==> src/rtl/core/ahfp_pkg.sv <==
// Shared types, character codes and a helper function for the ASCII hex frame parser.
// No dependencies; the configuration, parser and top-level modules import this package.
package ahfp_pkg;

    // Character codes that the frame grammar uses.
    localparam logic [7:0] CH_HASH  = 8'h23;  // '#'
    localparam logic [7:0] CH_T_LO  = 8'h74;  // 't'
    localparam logic [7:0] CH_T_UP  = 8'h54;  // 'T'
    localparam logic [7:0] CH_P_LO  = 8'h70;  // 'p'
    localparam logic [7:0] CH_P_UP  = 8'h50;  // 'P'
    localparam logic [7:0] CH_R_LO  = 8'h72;  // 'r'
    localparam logic [7:0] CH_W_LO  = 8'h77;  // 'w'
    localparam logic [7:0] CH_ZERO  = 8'h30;  // '0'
    localparam logic [7:0] CH_NINE  = 8'h39;  // '9'
    localparam logic [7:0] CH_A_UP  = 8'h41;  // 'A'
    localparam logic [7:0] CH_F_UP  = 8'h46;  // 'F'
    localparam logic [7:0] CH_Z_UP  = 8'h5A;  // 'Z'
    localparam logic [7:0] CH_A_LO  = 8'h61;  // 'a'
    localparam logic [7:0] CH_F_LO  = 8'h66;  // 'f'

    // Fixed number of non-data bytes in a frame.
    localparam logic [4:0] HEADER_TRAILER_LEN = 5'd12;

    // Configuration register indexes.
    localparam logic [1:0] REG_MAX_DATA_LEN  = 2'd0;
    localparam logic [1:0] REG_ADDR_ACCEPT_A = 2'd1;
    localparam logic [1:0] REG_ADDR_ACCEPT_B = 2'd2;

    // Result kinds.
    localparam logic KIND_DATA = 1'b0;
    localparam logic KIND_END  = 1'b1;

    typedef struct packed {
        logic [3:0] max_data_len;
        logic [7:0] addr_accept_a;
        logic [7:0] addr_accept_b;
    } t_cfg;

    typedef struct packed {
        logic       kind;
        logic [7:0] data_byte;
        logic       frame_ok;
        logic [7:0] src_addr;
        logic [7:0] dst_addr;
        logic       is_write;
        logic [7:0] id_first;
        logic [7:0] id_second;
        logic [7:0] id_third;
        logic [3:0] data_count;
    } t_result;

    // Upper-case hex character for the low nibble of a value.
    function automatic logic [7:0] nibble_char(input logic [3:0] v);
        logic [7:0] c;
        if (v <= 4'd9) begin
            c = CH_ZERO + {4'd0, v};
        end else begin
            c = CH_A_UP + {4'd0, v} - 8'd10;
        end
        return c;
    endfunction

endpackage

==> src/rtl/core/ahfp_rx_if.sv <==
// Handshake channel that carries one received byte per transaction.
// No dependencies.
interface ahfp_rx_if;
    logic       valid;
    logic       ready;
    logic [7:0] rx_byte;

    modport source (output valid, output rx_byte, input ready);
    modport sink (input valid, input rx_byte, output ready);
endinterface

==> src/rtl/core/ahfp_res_if.sv <==
// Handshake channel that carries one parser result per transaction.
// No dependencies.
interface ahfp_res_if;
    logic       valid;
    logic       ready;
    logic       kind;
    logic [7:0] data_byte;
    logic       frame_ok;
    logic [7:0] src_addr;
    logic [7:0] dst_addr;
    logic       is_write;
    logic [7:0] id_first;
    logic [7:0] id_second;
    logic [7:0] id_third;
    logic [3:0] data_count;

    modport source (
        output valid, output kind, output data_byte, output frame_ok,
        output src_addr, output dst_addr, output is_write,
        output id_first, output id_second, output id_third, output data_count,
        input ready
    );
    modport sink (
        input valid, input kind, input data_byte, input frame_ok,
        input src_addr, input dst_addr, input is_write,
        input id_first, input id_second, input id_third, input data_count,
        output ready
    );
endinterface

==> src/rtl/core/ascii_hex_frame_parser.sv <==
// Top level of the ASCII hex frame parser: input register, parser and result register.
// Depends on ahfp_pkg, ahfp_rx_if, ahfp_res_if, ahfp_cfg and ahfp_parse.
//
// Usage:
// Received bytes arrive on the i_rx channel, one byte per transaction. The parser
// looks for frames made of '#', t/T, p/P, two address bytes, a hex length digit,
// r/w, a three-character identifier, the data bytes and two upper-case hex
// checksum characters. Each data byte is delivered on o_res as a transaction of
// kind data; the last checksum character yields one end-of-frame transaction with
// the header fields and the checksum verdict. Bytes that break the pattern are
// dropped silently and the parser waits for the next '#'.
// Throughput is one byte per cycle unless o_res stalls. A byte accepted on i_rx is
// held in the input register and parsed from there, and its result, if any, is
// captured in the result register that drives o_res. The per-byte update is a
// single pass of the parser state machine, which sets that rate.
// When the receiver holds o_res.ready low with a result pending, the result and
// input registers hold and i_rx.ready drops once the input register is full;
// nothing is lost. Synchronous reset clears the parser to waiting for '#',
// empties both registers and restores the configuration defaults.
// Configuration is written through i_cfg_we, i_cfg_idx and i_cfg_data; the user
// must write it only while idle, which the block itself does not enforce.
module ascii_hex_frame_parser (
    input  logic       i_clk,
    input  logic       i_rst_n,
    input  logic       i_cfg_we,
    input  logic [1:0] i_cfg_idx,
    input  logic [7:0] i_cfg_data,
    ahfp_rx_if.sink    i_rx,
    ahfp_res_if.source o_res
);
    import ahfp_pkg::*;

    t_cfg      cfg;
    logic      r_in_valid;
    logic [7:0] r_in_byte;
    logic      r_out_valid;
    t_result   r_out;
    logic      advance;
    logic      step;
    logic      res_valid;
    t_result   res;

    ahfp_cfg u_cfg (
        .i_clk   (i_clk),
        .i_rst_n (i_rst_n),
        .i_we    (i_cfg_we),
        .i_idx   (i_cfg_idx),
        .i_data  (i_cfg_data),
        .o_cfg   (cfg)
    );

    // The pipeline moves whenever the result register is empty or being taken.
    assign advance    = !r_out_valid || o_res.ready;
    assign step       = r_in_valid && advance;
    assign i_rx.ready = !r_in_valid || advance;

    ahfp_parse u_parse (
        .i_clk       (i_clk),
        .i_rst_n     (i_rst_n),
        .i_step      (step),
        .i_byte      (r_in_byte),
        .i_cfg       (cfg),
        .o_res_valid (res_valid),
        .o_res       (res)
    );

    // Input register.
    always_ff @(posedge i_clk) begin
        if (!i_rst_n) begin
            r_in_valid <= 1'b0;
        end else if (i_rx.ready) begin
            r_in_valid <= i_rx.valid;
        end
    end

    always_ff @(posedge i_clk) begin
        if (i_rx.ready && i_rx.valid) begin
            r_in_byte <= i_rx.rx_byte;
        end
    end

    // Result register.
    always_ff @(posedge i_clk) begin
        if (!i_rst_n) begin
            r_out_valid <= 1'b0;
        end else if (advance) begin
            r_out_valid <= step && res_valid;
        end
    end

    always_ff @(posedge i_clk) begin
        if (step && res_valid) begin
            r_out <= res;
        end
    end

    assign o_res.valid      = r_out_valid;
    assign o_res.kind       = r_out.kind;
    assign o_res.data_byte  = r_out.data_byte;
    assign o_res.frame_ok   = r_out.frame_ok;
    assign o_res.src_addr   = r_out.src_addr;
    assign o_res.dst_addr   = r_out.dst_addr;
    assign o_res.is_write   = r_out.is_write;
    assign o_res.id_first   = r_out.id_first;
    assign o_res.id_second  = r_out.id_second;
    assign o_res.id_third   = r_out.id_third;
    assign o_res.data_count = r_out.data_count;

endmodule

==> src/rtl/core/ahfp_cfg.sv <==
// Configuration register file of the ASCII hex frame parser.
// Depends on ahfp_pkg.
module ahfp_cfg (
    input  logic          i_clk,
    input  logic          i_rst_n,
    input  logic          i_we,
    input  logic [1:0]    i_idx,
    input  logic [7:0]    i_data,
    output ahfp_pkg::t_cfg o_cfg
);
    import ahfp_pkg::*;

    t_cfg r_cfg;

    always_ff @(posedge i_clk) begin
        if (!i_rst_n) begin
            r_cfg.max_data_len  <= 4'd15;
            r_cfg.addr_accept_a <= 8'd0;
            r_cfg.addr_accept_b <= 8'd0;
        end else if (i_we) begin
            unique case (i_idx)
                REG_MAX_DATA_LEN:  r_cfg.max_data_len  <= i_data[3:0];
                REG_ADDR_ACCEPT_A: r_cfg.addr_accept_a <= i_data;
                REG_ADDR_ACCEPT_B: r_cfg.addr_accept_b <= i_data;
                default: ;
            endcase
        end
    end

    assign o_cfg = r_cfg;

endmodule

==> src/rtl/core/ahfp_parse.sv <==
// Frame parser state machine: consumes one byte per step and forms at most one result.
// Depends on ahfp_pkg.
module ahfp_parse (
    input  logic              i_clk,
    input  logic              i_rst_n,
    input  logic              i_step,
    input  logic [7:0]        i_byte,
    input  ahfp_pkg::t_cfg    i_cfg,
    output logic              o_res_valid,
    output ahfp_pkg::t_result o_res
);
    import ahfp_pkg::*;

    typedef enum logic [3:0] {
        ST_HDR1  = 4'd0,
        ST_HDR2  = 4'd1,
        ST_HDR3  = 4'd2,
        ST_ADDR1 = 4'd3,
        ST_ADDR2 = 4'd4,
        ST_LEN   = 4'd5,
        ST_CTRL  = 4'd6,
        ST_ID1   = 4'd7,
        ST_ID2   = 4'd8,
        ST_ID3   = 4'd9,
        ST_DATA  = 4'd10,
        ST_SUMH  = 4'd11,
        ST_SUML  = 4'd12
    } t_state;

    t_state     r_state, n_state;
    logic [3:0] r_decl_len, n_decl_len;
    logic [3:0] r_data_seen, n_data_seen;
    logic [7:0] r_sum, n_sum;
    logic [7:0] r_addr0, n_addr0;
    logic [7:0] r_addr1, n_addr1;
    logic       r_wr, n_wr;
    logic [7:0] r_id0, n_id0;
    logic [7:0] r_id1, n_id1;
    logic [7:0] r_id2, n_id2;
    logic [7:0] r_sum_hi, n_sum_hi;

    logic [4:0] count;
    logic       guard;
    logic       fail;
    logic       hex_ok;
    logic [3:0] hex_val;
    logic       id_char_ok;
    logic       addr_ok;
    logic [4:0] got;

    // Decode the byte as a hex digit, either case.
    always_comb begin
        hex_ok  = 1'b1;
        hex_val = 4'd0;
        if (i_byte >= CH_ZERO && i_byte <= CH_NINE) begin
            hex_val = 4'(i_byte - CH_ZERO);
        end else if (i_byte >= CH_A_UP && i_byte <= CH_F_UP) begin
            hex_val = 4'(i_byte - CH_A_UP + 8'd10);
        end else if (i_byte >= CH_A_LO && i_byte <= CH_F_LO) begin
            hex_val = 4'(i_byte - CH_A_LO + 8'd10);
        end else begin
            hex_ok = 1'b0;
        end
    end

    assign id_char_ok = (i_byte >= CH_A_UP && i_byte <= CH_Z_UP) ||
                        (i_byte >= CH_ZERO && i_byte <= CH_NINE);
    assign addr_ok    = (i_byte == i_cfg.addr_accept_a) || (i_byte == i_cfg.addr_accept_b);
    assign got        = {1'b0, r_data_seen} + 5'd1;

    // Byte count of the frame including the current byte.
    always_comb begin
        if (r_state <= ST_ID3) begin
            count = {1'b0, r_state} + 5'd1;
        end else if (r_state == ST_DATA) begin
            count = 5'd11 + {1'b0, r_data_seen};
        end else if (r_state == ST_SUMH) begin
            count = 5'd11 + {1'b0, r_decl_len};
        end else begin
            count = 5'd12 + {1'b0, r_decl_len};
        end
    end

    assign guard = count >= (HEADER_TRAILER_LEN + {1'b0, i_cfg.max_data_len});

    always_comb begin
        n_state     = r_state;
        n_decl_len  = r_decl_len;
        n_data_seen = r_data_seen;
        n_sum       = r_sum;
        n_addr0     = r_addr0;
        n_addr1     = r_addr1;
        n_wr        = r_wr;
        n_id0       = r_id0;
        n_id1       = r_id1;
        n_id2       = r_id2;
        n_sum_hi    = r_sum_hi;
        fail        = 1'b0;
        o_res_valid = 1'b0;
        o_res       = '0;

        unique case (r_state)
            ST_HDR1: begin
                if (i_byte == CH_HASH) n_state = ST_HDR2; else fail = 1'b1;
            end
            ST_HDR2: begin
                if (i_byte == CH_T_LO || i_byte == CH_T_UP) n_state = ST_HDR3;
                else fail = 1'b1;
            end
            ST_HDR3: begin
                if (i_byte == CH_P_LO || i_byte == CH_P_UP) n_state = ST_ADDR1;
                else fail = 1'b1;
            end
            ST_ADDR1: begin
                if (addr_ok) begin
                    n_addr0 = i_byte;
                    n_state = ST_ADDR2;
                end else fail = 1'b1;
            end
            ST_ADDR2: begin
                if (addr_ok) begin
                    n_addr1 = i_byte;
                    n_state = ST_LEN;
                end else fail = 1'b1;
            end
            ST_LEN: begin
                if (hex_ok && hex_val <= i_cfg.max_data_len) begin
                    n_decl_len = hex_val;
                    n_state    = ST_CTRL;
                end else fail = 1'b1;
            end
            ST_CTRL: begin
                if (i_byte == CH_R_LO || i_byte == CH_W_LO) begin
                    n_wr    = (i_byte == CH_W_LO);
                    n_state = ST_ID1;
                end else fail = 1'b1;
            end
            ST_ID1: begin
                if (id_char_ok) begin
                    n_id0   = i_byte;
                    n_state = ST_ID2;
                end else fail = 1'b1;
            end
            ST_ID2: begin
                if (id_char_ok) begin
                    n_id1   = i_byte;
                    n_state = ST_ID3;
                end else fail = 1'b1;
            end
            ST_ID3: begin
                if (id_char_ok) begin
                    n_id2   = i_byte;
                    n_state = (r_decl_len == 4'd0) ? ST_SUMH : ST_DATA;
                end else fail = 1'b1;
            end
            ST_DATA: begin
                if (got > {1'b0, i_cfg.max_data_len}) begin
                    fail = 1'b1;
                end else begin
                    n_data_seen = got[3:0];
                    if (got == {1'b0, r_decl_len}) n_state = ST_SUMH;
                    o_res_valid     = 1'b1;
                    o_res.kind      = KIND_DATA;
                    o_res.data_byte = i_byte;
                end
            end
            ST_SUMH: begin
                n_sum_hi = i_byte;
                n_state  = ST_SUML;
            end
            ST_SUML: begin
                o_res_valid      = 1'b1;
                o_res.kind       = KIND_END;
                o_res.frame_ok   = (r_sum_hi == nibble_char(r_sum[7:4])) &&
                                   (i_byte == nibble_char(r_sum[3:0]));
                o_res.src_addr   = r_addr0;
                o_res.dst_addr   = r_addr1;
                o_res.is_write   = r_wr;
                o_res.id_first   = r_id0;
                o_res.id_second  = r_id1;
                o_res.id_third   = r_id2;
                o_res.data_count = r_decl_len;
                fail             = 1'b1;
            end
            default: begin
                fail = 1'b1;
            end
        endcase

        // A broken pattern, an over-long frame or a finished frame drops back to the start.
        if (fail || guard) begin
            n_state     = ST_HDR1;
            n_sum       = 8'd0;
            n_data_seen = 4'd0;
        end else if (r_state <= ST_DATA) begin
            n_sum = r_sum + i_byte;
        end
    end

    always_ff @(posedge i_clk) begin
        if (!i_rst_n) begin
            r_state     <= ST_HDR1;
            r_decl_len  <= 4'd0;
            r_data_seen <= 4'd0;
            r_sum       <= 8'd0;
            r_addr0     <= 8'd0;
            r_addr1     <= 8'd0;
            r_wr        <= 1'b0;
            r_id0       <= 8'd0;
            r_id1       <= 8'd0;
            r_id2       <= 8'd0;
            r_sum_hi    <= 8'd0;
        end else if (i_step) begin
            r_state     <= n_state;
            r_decl_len  <= n_decl_len;
            r_data_seen <= n_data_seen;
            r_sum       <= n_sum;
            r_addr0     <= n_addr0;
            r_addr1     <= n_addr1;
            r_wr        <= n_wr;
            r_id0       <= n_id0;
            r_id1       <= n_id1;
            r_id2       <= n_id2;
            r_sum_hi    <= n_sum_hi;
        end
    end

endmodule
==> src/flat_wrapper.sv <==
// flat-port wrapper written by rule: the top's interface ports become plain ports
module ascii_hex_frame_parser_flat import ahfp_pkg::*;
  (i_clk, i_rst_n, i_cfg_we, i_cfg_idx, i_cfg_data, i_rx_valid, i_rx_rx_byte, i_rx_ready, o_res_valid, o_res_kind, o_res_data_byte, o_res_frame_ok, o_res_src_addr, o_res_dst_addr, o_res_is_write, o_res_id_first, o_res_id_second, o_res_id_third, o_res_data_count, o_res_ready);
  ahfp_rx_if i_rx_i ();
  ahfp_res_if o_res_i ();
  input  logic i_clk;
  input  logic i_rst_n;
  input  logic i_cfg_we;
  input  logic [1:0] i_cfg_idx;
  input  logic [7:0] i_cfg_data;
  input wire logic [$bits(i_rx_i.valid)-1:0] i_rx_valid;
  input wire logic [$bits(i_rx_i.rx_byte)-1:0] i_rx_rx_byte;
  output wire logic [$bits(i_rx_i.ready)-1:0] i_rx_ready;
  output wire logic [$bits(o_res_i.valid)-1:0] o_res_valid;
  output wire logic [$bits(o_res_i.kind)-1:0] o_res_kind;
  output wire logic [$bits(o_res_i.data_byte)-1:0] o_res_data_byte;
  output wire logic [$bits(o_res_i.frame_ok)-1:0] o_res_frame_ok;
  output wire logic [$bits(o_res_i.src_addr)-1:0] o_res_src_addr;
  output wire logic [$bits(o_res_i.dst_addr)-1:0] o_res_dst_addr;
  output wire logic [$bits(o_res_i.is_write)-1:0] o_res_is_write;
  output wire logic [$bits(o_res_i.id_first)-1:0] o_res_id_first;
  output wire logic [$bits(o_res_i.id_second)-1:0] o_res_id_second;
  output wire logic [$bits(o_res_i.id_third)-1:0] o_res_id_third;
  output wire logic [$bits(o_res_i.data_count)-1:0] o_res_data_count;
  input wire logic [$bits(o_res_i.ready)-1:0] o_res_ready;
  assign i_rx_i.valid = i_rx_valid;
  assign i_rx_i.rx_byte = i_rx_rx_byte;
  assign i_rx_ready = i_rx_i.ready;
  assign o_res_valid = o_res_i.valid;
  assign o_res_kind = o_res_i.kind;
  assign o_res_data_byte = o_res_i.data_byte;
  assign o_res_frame_ok = o_res_i.frame_ok;
  assign o_res_src_addr = o_res_i.src_addr;
  assign o_res_dst_addr = o_res_i.dst_addr;
  assign o_res_is_write = o_res_i.is_write;
  assign o_res_id_first = o_res_i.id_first;
  assign o_res_id_second = o_res_i.id_second;
  assign o_res_id_third = o_res_i.id_third;
  assign o_res_data_count = o_res_i.data_count;
  assign o_res_i.ready = o_res_ready;
  ascii_hex_frame_parser u_core (.i_clk(i_clk), .i_rst_n(i_rst_n), .i_cfg_we(i_cfg_we), .i_cfg_idx(i_cfg_idx), .i_cfg_data(i_cfg_data), .i_rx(i_rx_i), .o_res(o_res_i));
endmodule
==> config.mk <==
export PLATFORM = sky130hd
export DESIGN_NAME = ascii_hex_frame_parser_flat
export DESIGN_NICKNAME = d
export VERILOG_FILES = /design/src/rtl/core/ahfp_pkg.sv /design/src/rtl/core/ahfp_rx_if.sv /design/src/rtl/core/ahfp_res_if.sv /design/src/rtl/core/ascii_hex_frame_parser.sv /design/src/rtl/core/ahfp_cfg.sv /design/src/rtl/core/ahfp_parse.sv /design/src/flat_wrapper.sv
export SDC_FILE = /design/constraint.sdc
export NUM_CORES = 1
export LEC_CHECK = 0
export ABC_AREA = 1
export ABC_CLOCK_PERIOD_IN_PS = 6000
export BUFFER_PORTS_ARGS = -buffer_cell sky130_fd_sc_hd__buf_2
export CAP_MARGIN = 20
export CORE_ASPECT_RATIO = 2
export CORE_MARGIN = 10
export CORE_UTILIZATION = 55
export CTS_BUF_LIST = sky130_fd_sc_hd__clkbuf_2
export DETAILED_ROUTE_END_ITERATION = 8
export PLACE_DENSITY = 0.82
export SYNTH_ARGS = -nofsm -noshare
export SYNTH_HDL_FRONTEND = slang
export SYNTH_HIERARCHICAL = 1
export SYNTH_SLANG_ARGS = --single-unit
==> constraint.sdc <==
create_clock -name i_clk -period 6 [get_ports i_clk]
set_clock_uncertainty 0.05 [all_clocks]
set_input_delay 0.3 -clock i_clk [delete_from_list [all_inputs] [get_ports i_clk]]
set_output_delay 0.3 -clock i_clk [all_outputs]
set_load 0.005 [all_outputs]
==> metrics.txt, run 1 <==
status=complete, no violations; Post-CTS Setup Repair Bufs=0; Core Area=14820 um2; worst-path fanout max=12; RSZ-0062 raised after global routing=no; drt initial violations=460; # port buffers=79; CTS tree=yes; prevailing post-synth register cell=dfxtp_1; max-cap viol count=0; total congestion overflow=0; Mapped Area=8267 um2; Static Leak=3.974 nW; Area Overhead vs Synth=11.19%; TritonCTS Buffers=17; Yosys reg bits=154; Via Count=7099; Worst-Margin Slew=0.8683 ns; WS Path Type=reg -> reg; clock sink count=154; cts hold-fix bufs=32; Syn Area/Cell=8.136 um2; Post-synth EDFFs=63; pin count of the biggest net entering global routing=64; Slew HR=41.90%; Hold Vio Cnt, Final=0; initial core utilization=55.78%; number of top-level pins=80; CTS max path bufs=2; DR vias/cell=5.386; DR pass1 iterations=6; Placer Congestion=1.029; Nets=1172; Final setup viols=0; Synth cell types=49; Antenna Nets Post-Route=0; fill count=1349; CTS resizes=0; Die Span Y=193.4 um; vias in the first global route=6997; crit share post-route=71.67%; Max Freq=232.5 MHz; Post-Syn Instances=1016; detailed-placement wirelength estimate=14.86 mm; worst hold-check path type=in -> reg; Root Driver=clkbuf_2; Total Power=1.926 mW; Async SR Flop Fraction=0%; CP arrival=4.88 ns; DRC viols=0; first-pass GRT wire length=33.65 mm; crit path launch type=flip-flop; register area share after synthesis=44.92%; CP required=6.58 ns; Mapped Nets=1079; initial antenna violation count=1; CP Capture Type=flip-flop; share of cells above drive strength 1=14.17%; yosys warns=6; Slew Limit Fails=0; min Tclk post-route=4.300 ns; worst vdd ir=0.0001603 V; H-tree levels=4; setup TNS=0 ns; Rows=63; Clk Latency, worst-skew pair=0.72 ns; die area=20630 um2; Chip Width=106.7 um; pwr dens=209.5 nW/um2; Clock Pin Slew Worst Setup and Hold Paths=0.23 ns; Total Routing Usage GR=20.39%; WL final=20.79 mm; routed length per instance=15.77 um
## routing by layer
metal | track usage, % | part of all wire [%] | vias to the layer above
met5 | 0 | 0 | -
met3 | 4.561 | 5.7 | 94
met4 | 16.39 | 6.9 | 0
li1 | - | - | 3517
met1 | 18.79 | 34 | 3207
met2 | 36.64 | 54 | 281
## worst max-delay path, stage by stage, from the launching register on
cell	delay, ns
edfxtp_1	0.75
clkinv_1	0.41
ha_1	0.31
inv_1	0.09
nand3_1	0.08
nand4_1	0.25
inv_1	0.10
a31oi_1	0.18
xor2_1	0.17
inv_1	0.05
nand2_1	0.07
inv_1	0.05
ha_1	0.30
a21oi_1	0.15
o211ai_1	0.10
o21ai_0	0.11
nand4_1	0.18
inv_1	0.27
o21ai_0	0.21
a21oi_1	0.32
## placed cells by master (no fill, tap or decap), types with 7 or more instances in the layout
cell / instances
a21oi_1: 78
buf_2: 79
clkbuf_2: 18
dfxtp_1: 91
dlygate4sd3_1: 32
edfxtp_1: 63
ha_1: 39
inv_1: 141
inv_2: 9
nand2_1: 159
nand3_1: 55
nand4_1: 35
nor2_1: 128
nor2_2: 7
nor3_1: 11
o21ai_0: 67
xnor2_1: 21
xor2_1: 12
## power breakdown
group | switching (mW) | internal [mW]
clock | 0.388 | 0.117
sequential | 0.0368 | 1.10
combinational | 0.172 | 0.108
## cell families (layout without fill, tap and decap cells)
group	after synthesis	count (layout)	synth area share [%]
XOR/XNOR	33	33	3.496
AND/OR/NAND/NOR	425	425	24.03
flip-flops	154	154	44.92
AO/OA/AOI/OAI	170	170	11.05
adder cells (fa/ha/maj)	40	40	6.145
other	0	1	0
buffers and inverters	194	300	10.35
## final timing paths
check	start	to	slack, ns	cells past startpoint
max	u_core/r_in_byte[0]$_DFFE_PP_	u_core/u_parse/r_decl_len[1]$_SDFFE_PN0P_	1.70	19
min	i_rx_rx_byte[7]	u_core/r_in_byte[7]$_DFFE_PP_	0.21	2
max reg2reg	u_core/r_in_byte[0]$_DFFE_PP_	u_core/u_parse/r_decl_len[1]$_SDFFE_PN0P_	1.70	19
min reg2reg	u_core/u_parse/r_id2[7]$_SDFFE_PN0P_	u_core/u_parse/r_id2[7]$_SDFFE_PN0P_	0.41	2
## sequential cells by signal, indices dropped and copies added, names as in the netlist, 4 cells and up
register,cells
u_core/r_in_byte,8
u_core/u_cfg/o_cfg,20
u_core/u_parse/r_addr0,8
u_core/u_parse/r_sum,8
u_core/o_res.id_third,8
u_core/u_parse/r_addr1,8
u_core/o_res.id_second,8
u_core/o_res.dst_addr,8
u_core/u_parse/r_id0,8
u_core/o_res.data_count,4
u_core/u_parse/r_data_seen,4
u_core/u_parse/r_state,4
u_core/o_res.src_addr,8
u_core/o_res.data_byte,8
u_core/u_parse/r_sum_hi,8
u_core/u_parse/r_id2,8
u_core/u_parse/r_id1,8
u_core/o_res.id_first,8
u_core/u_parse/r_decl_len,4
## through the flow
step / utilization, % / instance area, um2 / worst slack (ns) / instances / hold slack [ns]
floorplan: - / 8272 / 1.462 / 1016 / 0.3476
global placement: 58.49 / 8668 / 1.920 / 1253 / 0.3820
detailed placement: 58.49 / 8668 / 1.814 / 1253 / 0.3891
CTS: 62.01 / 9189 / 1.772 / 1317 / 0.1371
global route: 62.02 / 9191 / 1.394 / 1318 / 0.1473
finish: 62.02 / 9191 / 1.700 / 1318 / 0.2142
## Yosys cell counts, types with 8 or more instances
master | n | area share (%)
o21ai_0 | 67 | 4.1
xor2_1 | 12 | 1.3
nand2_1 | 159 | 7.2
a21oi_1 | 78 | 4.7
nand4_1 | 35 | 2.6
edfxtp_1 | 63 | 23
nor3_1 | 12 | 0.73
xnor2_1 | 21 | 2.2
buf_6 | 8 | 1.1
nor2_1 | 129 | 5.9
nand3_1 | 55 | 3.3
ha_1 | 39 | 5.9
inv_1 | 141 | 6.4
dfxtp_1 | 91 | 22
inv_2 | 9 | 0.41
buf_2 | 9 | 0.54
clkbuf_1 | 13 | 0.59
## layout make-up
class | instances | area, um2 | area share, %
flip-flops and latches | 154 | 3714 | 40.40
multi-input cells | 668 | 3711 | 40.38
repair buffers | 115 | 745.7 | 8.113
inverters | 153 | 574.3 | 6.248
well taps | 195 | 244.0 | 2.655
clock inverters | 14 | 110.1 | 1.198
clock buffers | 18 | 90.09 | 0.9801
diodes | 1 | 2.502 | 0.02723
Power figures use the tool's default switching activity.
==> run 2, diff against run 1 <==
--- a/config.mk
+++ b/config.mk
@@ -5,8 +5,8 @@
 export SDC_FILE = /design/constraint.sdc
 export NUM_CORES = 1
 export LEC_CHECK = 0
-export ABC_AREA = 1
-export ABC_CLOCK_PERIOD_IN_PS = 6000
+export ABC_AREA = 0
+export ABC_CLOCK_PERIOD_IN_PS = 4470
 export BUFFER_PORTS_ARGS = -buffer_cell sky130_fd_sc_hd__buf_2
 export CAP_MARGIN = 20
 export CORE_ASPECT_RATIO = 2
@@ -14,7 +14,7 @@
 export CORE_UTILIZATION = 55
 export CTS_BUF_LIST = sky130_fd_sc_hd__clkbuf_2
 export DETAILED_ROUTE_END_ITERATION = 8
-export PLACE_DENSITY = 0.82
+export PLACE_DENSITY = 0.79
 export SYNTH_ARGS = -nofsm -noshare
 export SYNTH_HDL_FRONTEND = slang
 export SYNTH_HIERARCHICAL = 1
==> constraint.sdc (replaced) <==
create_clock -name i_clk -period 4.47 [get_ports i_clk]
set_clock_uncertainty 0.05 [all_clocks]
set_input_delay 0.2235 -clock i_clk [delete_from_list [all_inputs] [get_ports i_clk]]
set_output_delay 0.2235 -clock i_clk [all_outputs]
set_load 0.005 [all_outputs]
==> metrics.txt, run 2 <==
status=complete, no violations (unchanged); drt initial violations=451 (was 460); Slew HR=31.64% (was 41.90%); worst vdd ir=0.0001661 V (was 0.0001603 V); DR vias/cell=5.696 (was 5.386); DR pass1 iterations=5 (was 6); post-synthesis simple-gate area fraction=20.49% (was 24.04%); Area Overhead vs Synth=14.20% (was 11.19%); initial core utilization=55.49% (was 55.78%); max FFs per register=20 (unchanged); top cell type's share of synthesized area=23.89% (was 22.88%); die area=19890 um2 (was 20630 um2); first-pass GRT wire length=31.05 mm (was 33.65 mm); # port buffers=79 (unchanged); number of top-level pins=80 (unchanged); placed cell area=8537 um2 (was 8668 um2); initial antenna violation count=1 (unchanged); DRC viols=0 (unchanged); Mapped Area=7920 um2 (was 8267 um2); register area share after synthesis=46.89% (was 44.92%); WS Path Type=reg -> reg (unchanged); routed length per instance=17.60 um (was 15.77 um); Post-CTS Setup Repair Bufs=0 (unchanged); Static Leak=3.547 nW (was 3.974 nW); min Tclk post-route=4.152 ns (was 4.300 ns); Async SR Flop Fraction=0% (unchanged); Final setup viols=0 (unchanged); combinational power share=6.3% (was 14.5%); Total Routing Usage GR=19.47% (was 20.39%); Die Span Y=189.7 um (was 193.4 um); Switching Power=606.8 uW (was 596.6 uW); Syn Area/Cell=9.766 um2 (was 8.136 um2); Core Area=14270 um2 (was 14820 um2); cell taking the most area after synthesis=edfxtp_1 (unchanged); Cell Int Power=1.857 mW (was 1.329 mW); setup TNS=0 ns (unchanged); Cell Count, Final, Fillers Out=1113 (was 1318); share of cells above drive strength 1=16.09% (was 14.17%); crit share post-route=92.87% (was 71.67%); TritonCTS Buffers=17 (unchanged); CP arrival=4.79 ns (was 4.88 ns); Post-synth top cells=dfxtp_1, nor2_1, nand2_1, edfxtp_1, and2_1 (was nand2_1, inv_1, nor2_1, dfxtp_1, a21oi_1); Synth Area in XOR/XNOR=4.376% (was 3.496%); vias in the first global route=6187 (was 6997); cell depth of the worst flop-to-flop path=16 (was 19); Clk Latency, worst-skew pair=0.75 ns (was 0.72 ns); Max Freq=240.9 MHz (was 232.5 MHz); most common cell after layout, fill and taps aside=dfxtp_1 (was nand2_1); Post-synth EDFFs=63 (unchanged); worst hold-check path type=in -> reg (unchanged); Antenna Nets Post-Route=0 (unchanged); WL final=19.59 mm (was 20.79 mm); mux cell area share after synthesis=6.335% (was 0%); CTS max path bufs=2 (unchanged); Worst-Margin Slew=1.022 ns (was 0.8683 ns); Yosys reg bits=154 (unchanged); H-tree levels=4 (unchanged); Seq pwr share=60.0% (was 59.3%); Synth Area in Adders=6.540% (was 6.145%); Clock Power Share=33.7% (was 26.2%); post-route cell area=9045 um2 (was 9191 um2); worst-path fanout max=12 (unchanged); pwr dens=272.4 nW/um2 (was 209.5 nW/um2); yosys warns=6 (unchanged); clock sink count=154 (unchanged); total congestion overflow=0 (unchanged); prevailing post-synth register cell=dfxtp_1 (unchanged); CP Capture Type=flip-flop (unchanged); crit path launch type=flip-flop (unchanged); max-cap viol count=0 (unchanged); count leader, synth=dfxtp_1 (was nand2_1); Clock Pin Slew Worst Setup and Hold Paths=0.23 ns (about the same); synth top area cells=edfxtp_1, dfxtp_1, mux2i_1 (was edfxtp_1, dfxtp_1, nand2_1); Slew Limit Fails=0 (unchanged); Hold Vio Cnt, Final=0 (unchanged); Mapped Nets=874 (was 1079); Via Count=6340 (was 7099); Post-Syn Instances=811 (was 1016); main combinational cell family by area after synthesis=simple AND/OR/NAND/NOR gates (unchanged); post-synthesis compound-gate area fraction=11.01% (was 11.05%); CTS resizes=0 (unchanged); CTS tree=yes (unchanged); Chip Width=104.9 um (was 106.7 um); Root Driver=clkbuf_2 (unchanged); Nets=970 (was 1172); Finished Core Util=63.37% (was 62.02%); Placer Congestion=0.9621 (was 1.029); Synth cell types=72 (was 49); Rows=62 (was 63); switch share=24.62% (was 30.98%); Hold Crit Depth=2 (unchanged); most frequent cells in the layout=dfxtp_1, nor2_1, buf_2 (was nand2_1, inv_1, nor2_1); pin count of the biggest net entering global routing=62 (was 64); detailed-placement wirelength estimate=14.17 mm (was 14.86 mm); CP required=5.11 ns (was 6.58 ns); Total Power=2.464 mW (was 1.926 mW); placed cells=1056 (was 1253); RSZ-0062 raised after global routing=no (unchanged)
==> run 2: cell count changes after synthesis, moves of 39 or more <==
cell / change
nor2_1: -39
nand2_1: -91
and2_1: +57
inv_1: -111
o21ai_0: -43
a21oi_1: -40
nand3_1: -41
mux2i_1: +49
==> run 2: logic make-up after synthesis <==
family                     Yosys count
and+or+nand+nor                    314
DFF                                154
AOI/OAI and AO/OA                  132
buffers and inverters               82
muxes                               50
adders and majority gates           41
xor gates and xnor gates            38
==> run 2: per-layer routing <==
metal	part of all wire, %	track usage, %	vias up
li1	-	-	3055
met1	35	18.53	2943
met2	53	36.06	272
met3	6.1	4.676	70
met4	5.0	12.69	0
met5	0	0	-
==> run 2: layout make-up <==
type,count,area [um2]
fill,1259,5229
multi-input combinational,575,3875
clock inverter,12,165.2
timing repair buffer,127,828.3
tap,192,240.2
sequential,154,3714
inverter,32,120.1
antenna,1,2.502
clock buffer,20,100.1
==> run 2: path summary, 6_finish.rpt <==
kind                                            from                                      end  slack, ns
max                    u_core/r_in_byte[1]$_DFFE_PP_   u_core/u_parse/r_state[0]$_SDFFE_PN0P_       0.32
max reg2reg            u_core/r_in_byte[1]$_DFFE_PP_   u_core/u_parse/r_state[0]$_SDFFE_PN0P_       0.32
min reg2reg  u_core/u_parse/r_sum_hi[7]$_SDFFE_PN0P_  u_core/u_parse/r_sum_hi[7]$_SDFFE_PN0P_       0.43
min                                  i_rx_rx_byte[3]            u_core/r_in_byte[3]$_DFFE_PP_       0.11
==> run 2: power by group through the flow <==
stage	Combinational [mW]	Sequential (mW)	Clock, mW
2_1_floorplan	0.0935	1.50	0
3_3_place_gp	0.134	1.51	0
3_5_place_dp	0.136	1.51	0
4_1_cts	0.152	1.48	0.846
5_1_grt	0.166	1.48	0.897
6_report	0.155	1.48	0.831
==> run 2: through the flow <==
| stage | hold slack [ns] | worst slack [ns] |
|---|---|---|
| global placement | 0.3521 | 0.5519 |
| CTS | 0.05151 | 0.4331 |
| global route | 0.04150 | 0.03163 |
| finish | 0.1080 | 0.3185 |
| floorplan | 0.2724 | 0.2505 |
| detailed placement | 0.3516 | 0.5058 |
==> run 2: worst max-delay path, stage by stage, from the launching register on <==
cell and delay (ns):
edfxtp_1 0.41, clkinv_1 0.28, ha_1 0.34, nor4b_1 0.16, or4_1 0.58, nor3_1 0.19
o21ai_0 0.09, o21ai_0 0.14, ha_1 0.28, and2_1 0.17, o21ai_0 0.08, a32o_1 0.19
a21oi_1 0.10, nor4_2 0.48, buf_12 0.19, nand3_1 0.14, o22ai_1 0.22
==> run 2: what timing repair did <==
action,4_1_cts,5_1_grt
endpoints found under the setup margin,0,0
hold buffers,24,0
endpoints found under the hold margin,39,0
==> run 3, diff against run 2 <==
--- a/config.mk
+++ b/config.mk
@@ -9,12 +9,14 @@
 export ABC_CLOCK_PERIOD_IN_PS = 4470
 export BUFFER_PORTS_ARGS = -buffer_cell sky130_fd_sc_hd__buf_2
 export CAP_MARGIN = 20
+export CELL_PAD_IN_SITES_DETAIL_PLACEMENT = 0
+export CELL_PAD_IN_SITES_GLOBAL_PLACEMENT = 2
 export CORE_ASPECT_RATIO = 2
 export CORE_MARGIN = 10
-export CORE_UTILIZATION = 55
+export CORE_UTILIZATION = 39
 export CTS_BUF_LIST = sky130_fd_sc_hd__clkbuf_2
 export DETAILED_ROUTE_END_ITERATION = 8
-export PLACE_DENSITY = 0.79
+export PLACE_DENSITY = 0.86
 export SYNTH_ARGS = -nofsm -noshare
 export SYNTH_HDL_FRONTEND = slang
 export SYNTH_HIERARCHICAL = 1
==> metrics.txt, run 3 (same netlist as run 2, synthesis figures left out) <==
status=complete, no violations (unchanged); worst hold-check path type=in -> reg (unchanged); crit path launch type=flip-flop (unchanged); CTS tree=yes (unchanged); pin count of the biggest net entering global routing=62 (unchanged); number of top-level pins=80 (unchanged); setup TNS=0 ns (unchanged); Worst R2R Start=u_core/r_in_byte[1]$_DFFE_PP_ (unchanged); CP required=5.12 ns (was 5.11 ns); pwr dens=287.0 nW/um2 (was 272.4 nW/um2); max-cap viol count=0 (unchanged); share of cells above drive strength 1=16.23% (was 16.09%); initial core utilization=39.78% (was 55.49%); crit share post-route=90.69% (was 92.87%); Clock Pin Slew Worst Setup and Hold Paths=0.24 ns (was 0.23 ns); WL final=21.52 mm (was 19.59 mm); Total Routing Usage GR=16.54% (was 19.47%); reg2reg end=u_core/u_parse/r_sum[2]$_SDFFE_PN0P_ (was u_core/u_parse/r_state[0]$_SDFFE_PN0P_); drt initial violations=388 (was 451); fill count=2013 (was 1259); Area Overhead vs Synth=16.62% (was 14.20%); CP arrival=4.71 ns (was 4.79 ns); worst reg2reg setup slack=0.42 ns (was 0.32 ns); max FFs per register=20 (unchanged); CTS max path bufs=2 (unchanged); initial antenna violation count=1 (unchanged); min Tclk post-route=4.054 ns (was 4.152 ns); Final setup viols=0 (unchanged); TritonCTS Buffers=17 (unchanged); total congestion overflow=0 (unchanged); Placer Congestion=0.9202 (was 0.9621); Slew HR=41.09% (was 31.64%); Min-Delay Endpoint=u_core/r_in_byte[2]$_DFFE_PP_ (was u_core/r_in_byte[3]$_DFFE_PP_); Clk Latency, worst-skew pair=0.75 ns (about the same); Chip Width=120.8 um (was 104.9 um); Antenna Nets Post-Route=0 (unchanged); # port buffers=79 (unchanged); most frequent cells in the layout=dfxtp_1, nor2_1, buf_2 (unchanged); DR vias/cell=5.218 (was 5.696); detailed-placement wirelength estimate=16.02 mm (was 14.17 mm); worst-path fanout max=8 (was 12); Die Span Y=221.5 um (was 189.7 um); Hold Path Origin=i_rx_rx_byte[2] (was i_rx_rx_byte[3]); H-tree levels=4 (unchanged); DR pass1 iterations=5 (unchanged); cell depth of the worst flop-to-flop path=15 (was 16); Hold Crit Depth=2 (unchanged); Nets=974 (was 970); routed length per instance=18.13 um (was 17.60 um); DRC viols=0 (unchanged); most common cell after layout, fill and taps aside=dfxtp_1 (unchanged); first-pass GRT wire length=34.79 mm (was 31.05 mm); clock sink count=154 (unchanged); Core Area=19910 um2 (was 14270 um2); die area=26750 um2 (was 19890 um2); Register Area=3714 um2 (unchanged); Via Count=6194 (was 6340); Total Power=2.651 mW (was 2.464 mW); Static Leak=3.606 nW (was 3.547 nW); Slew Limit Fails=0 (unchanged); Hold Vio Cnt, Final=0 (unchanged); vias in the first global route=6252 (was 6187); worst vdd ir=0.0001609 V (was 0.0001661 V); Post-CTS Setup Repair Bufs=0 (unchanged); CP Capture Type=flip-flop (unchanged); Worst-Margin Slew=0.8837 ns (was 1.022 ns); Rows=73 (was 62); Multi-input gate area=3884 um2 (was 3875 um2); Max Freq=246.7 MHz (was 240.9 MHz); Root Driver=clkbuf_2 (unchanged); WS Path Type=reg -> reg (unchanged); RSZ-0062 raised after global routing=no (unchanged)
[run 3: changes by cell type in the layout (fill, tap and decap cells not counted), moves of 2 or more]
cell	before	now
inv_6	3	1
clkinvlp_4	2	0
buf_4	23	26
dlygate4sd3_1	24	26
bufinv_16	3	6
[run 3: metal layers]
metal  track usage [%]  vias to the layer above  wire length (um)
li1                  -                     3058                 -
met1             16.86                     2961              8162
met2             30.65                      142             11820
met3             3.417                       33               806
met4             7.995                        0               725
met5                 0                        -                 0
[run 3: cell type report]
type	instances	area share, %
well taps	262	3.549
multi-input cells	575	42.05
inverters	32	1.300
flip-flops and latches	154	40.21
diodes	1	0.02709
clock buffers	19	1.030
clock inverters	13	2.628
repair buffers	131	9.212
[run 3: worst max-delay path by stage]
stage	end	start	cells after the start
2_1_floorplan	u_core/o_res.data_byte[0]$_DFFE_PP_	u_core/u_parse/r_data_seen[0]$_SDFFE_PN0P_	11
3_3_place_gp	u_core/u_parse/r_sum[2]$_SDFFE_PN0P_	u_core/r_in_byte[1]$_DFFE_PP_	16
3_5_place_dp	u_core/u_parse/r_sum[7]$_SDFFE_PN0P_	u_core/r_in_byte[1]$_DFFE_PP_	16
4_1_cts	u_core/u_parse/r_sum[7]$_SDFFE_PN0P_	u_core/r_in_byte[1]$_DFFE_PP_	16
5_1_grt	u_core/u_parse/r_sum[7]$_SDFFE_PN0P_	u_core/r_in_byte[1]$_DFFE_PP_	16
6_report	u_core/u_parse/r_sum[2]$_SDFFE_PN0P_	u_core/r_in_byte[1]$_DFFE_PP_	15
[run 3: where the power goes]
| part | internal [mW] | total (mW) | switching [mW] |
|---|---|---|---|
| Combinational | 0.0647 | 0.160 | 0.0951 |
| Sequential | 1.47 | 1.48 | 0.0139 |
| Clock | 0.496 | 1.01 | 0.515 |
| Total | 2.03 | 2.65 | 0.624 |
[run 3: stage by stage]
stage / util, % / hold slack (ns) / area (um2) / std cells / setup WS, ns
after floorplan: - / 0.2724 / 7923 / 811 / 0.2505
after global placement: 43.33 / 0.3521 / 8627 / 1128 / 0.5029
after detailed placement: 43.33 / 0.3516 / 8627 / 1128 / 0.4457
after CTS: 46.33 / 0.03349 / 9225 / 1186 / 0.3589
after global routing: 46.39 / 0.02715 / 9236 / 1187 / 0.08313
final: 46.39 / 0.1044 / 9236 / 1187 / 0.4160
[run 3: critical path: stages (launching register included)]
cell and delay, ns:
edfxtp_1 0.41, clkinv_1 0.28, ha_1 0.34, nor4b_1 0.16
or4_1 0.58, nor3_1 0.19, o21ai_0 0.09, o21ai_0 0.15
ha_1 0.28, and2_1 0.16, o21ai_0 0.07, a32o_1 0.17
a21oi_1 0.11, or4_1 0.51, o32a_1 0.34, a21oi_2 0.12
[run 3: repair_timing]
action | 4_1_cts | 5_1_grt
endpoints found under the hold margin | 40 | 0
resized for setup | 0 | 1
hold buffers | 26 | 0
endpoints found under the setup margin | 0 | 3
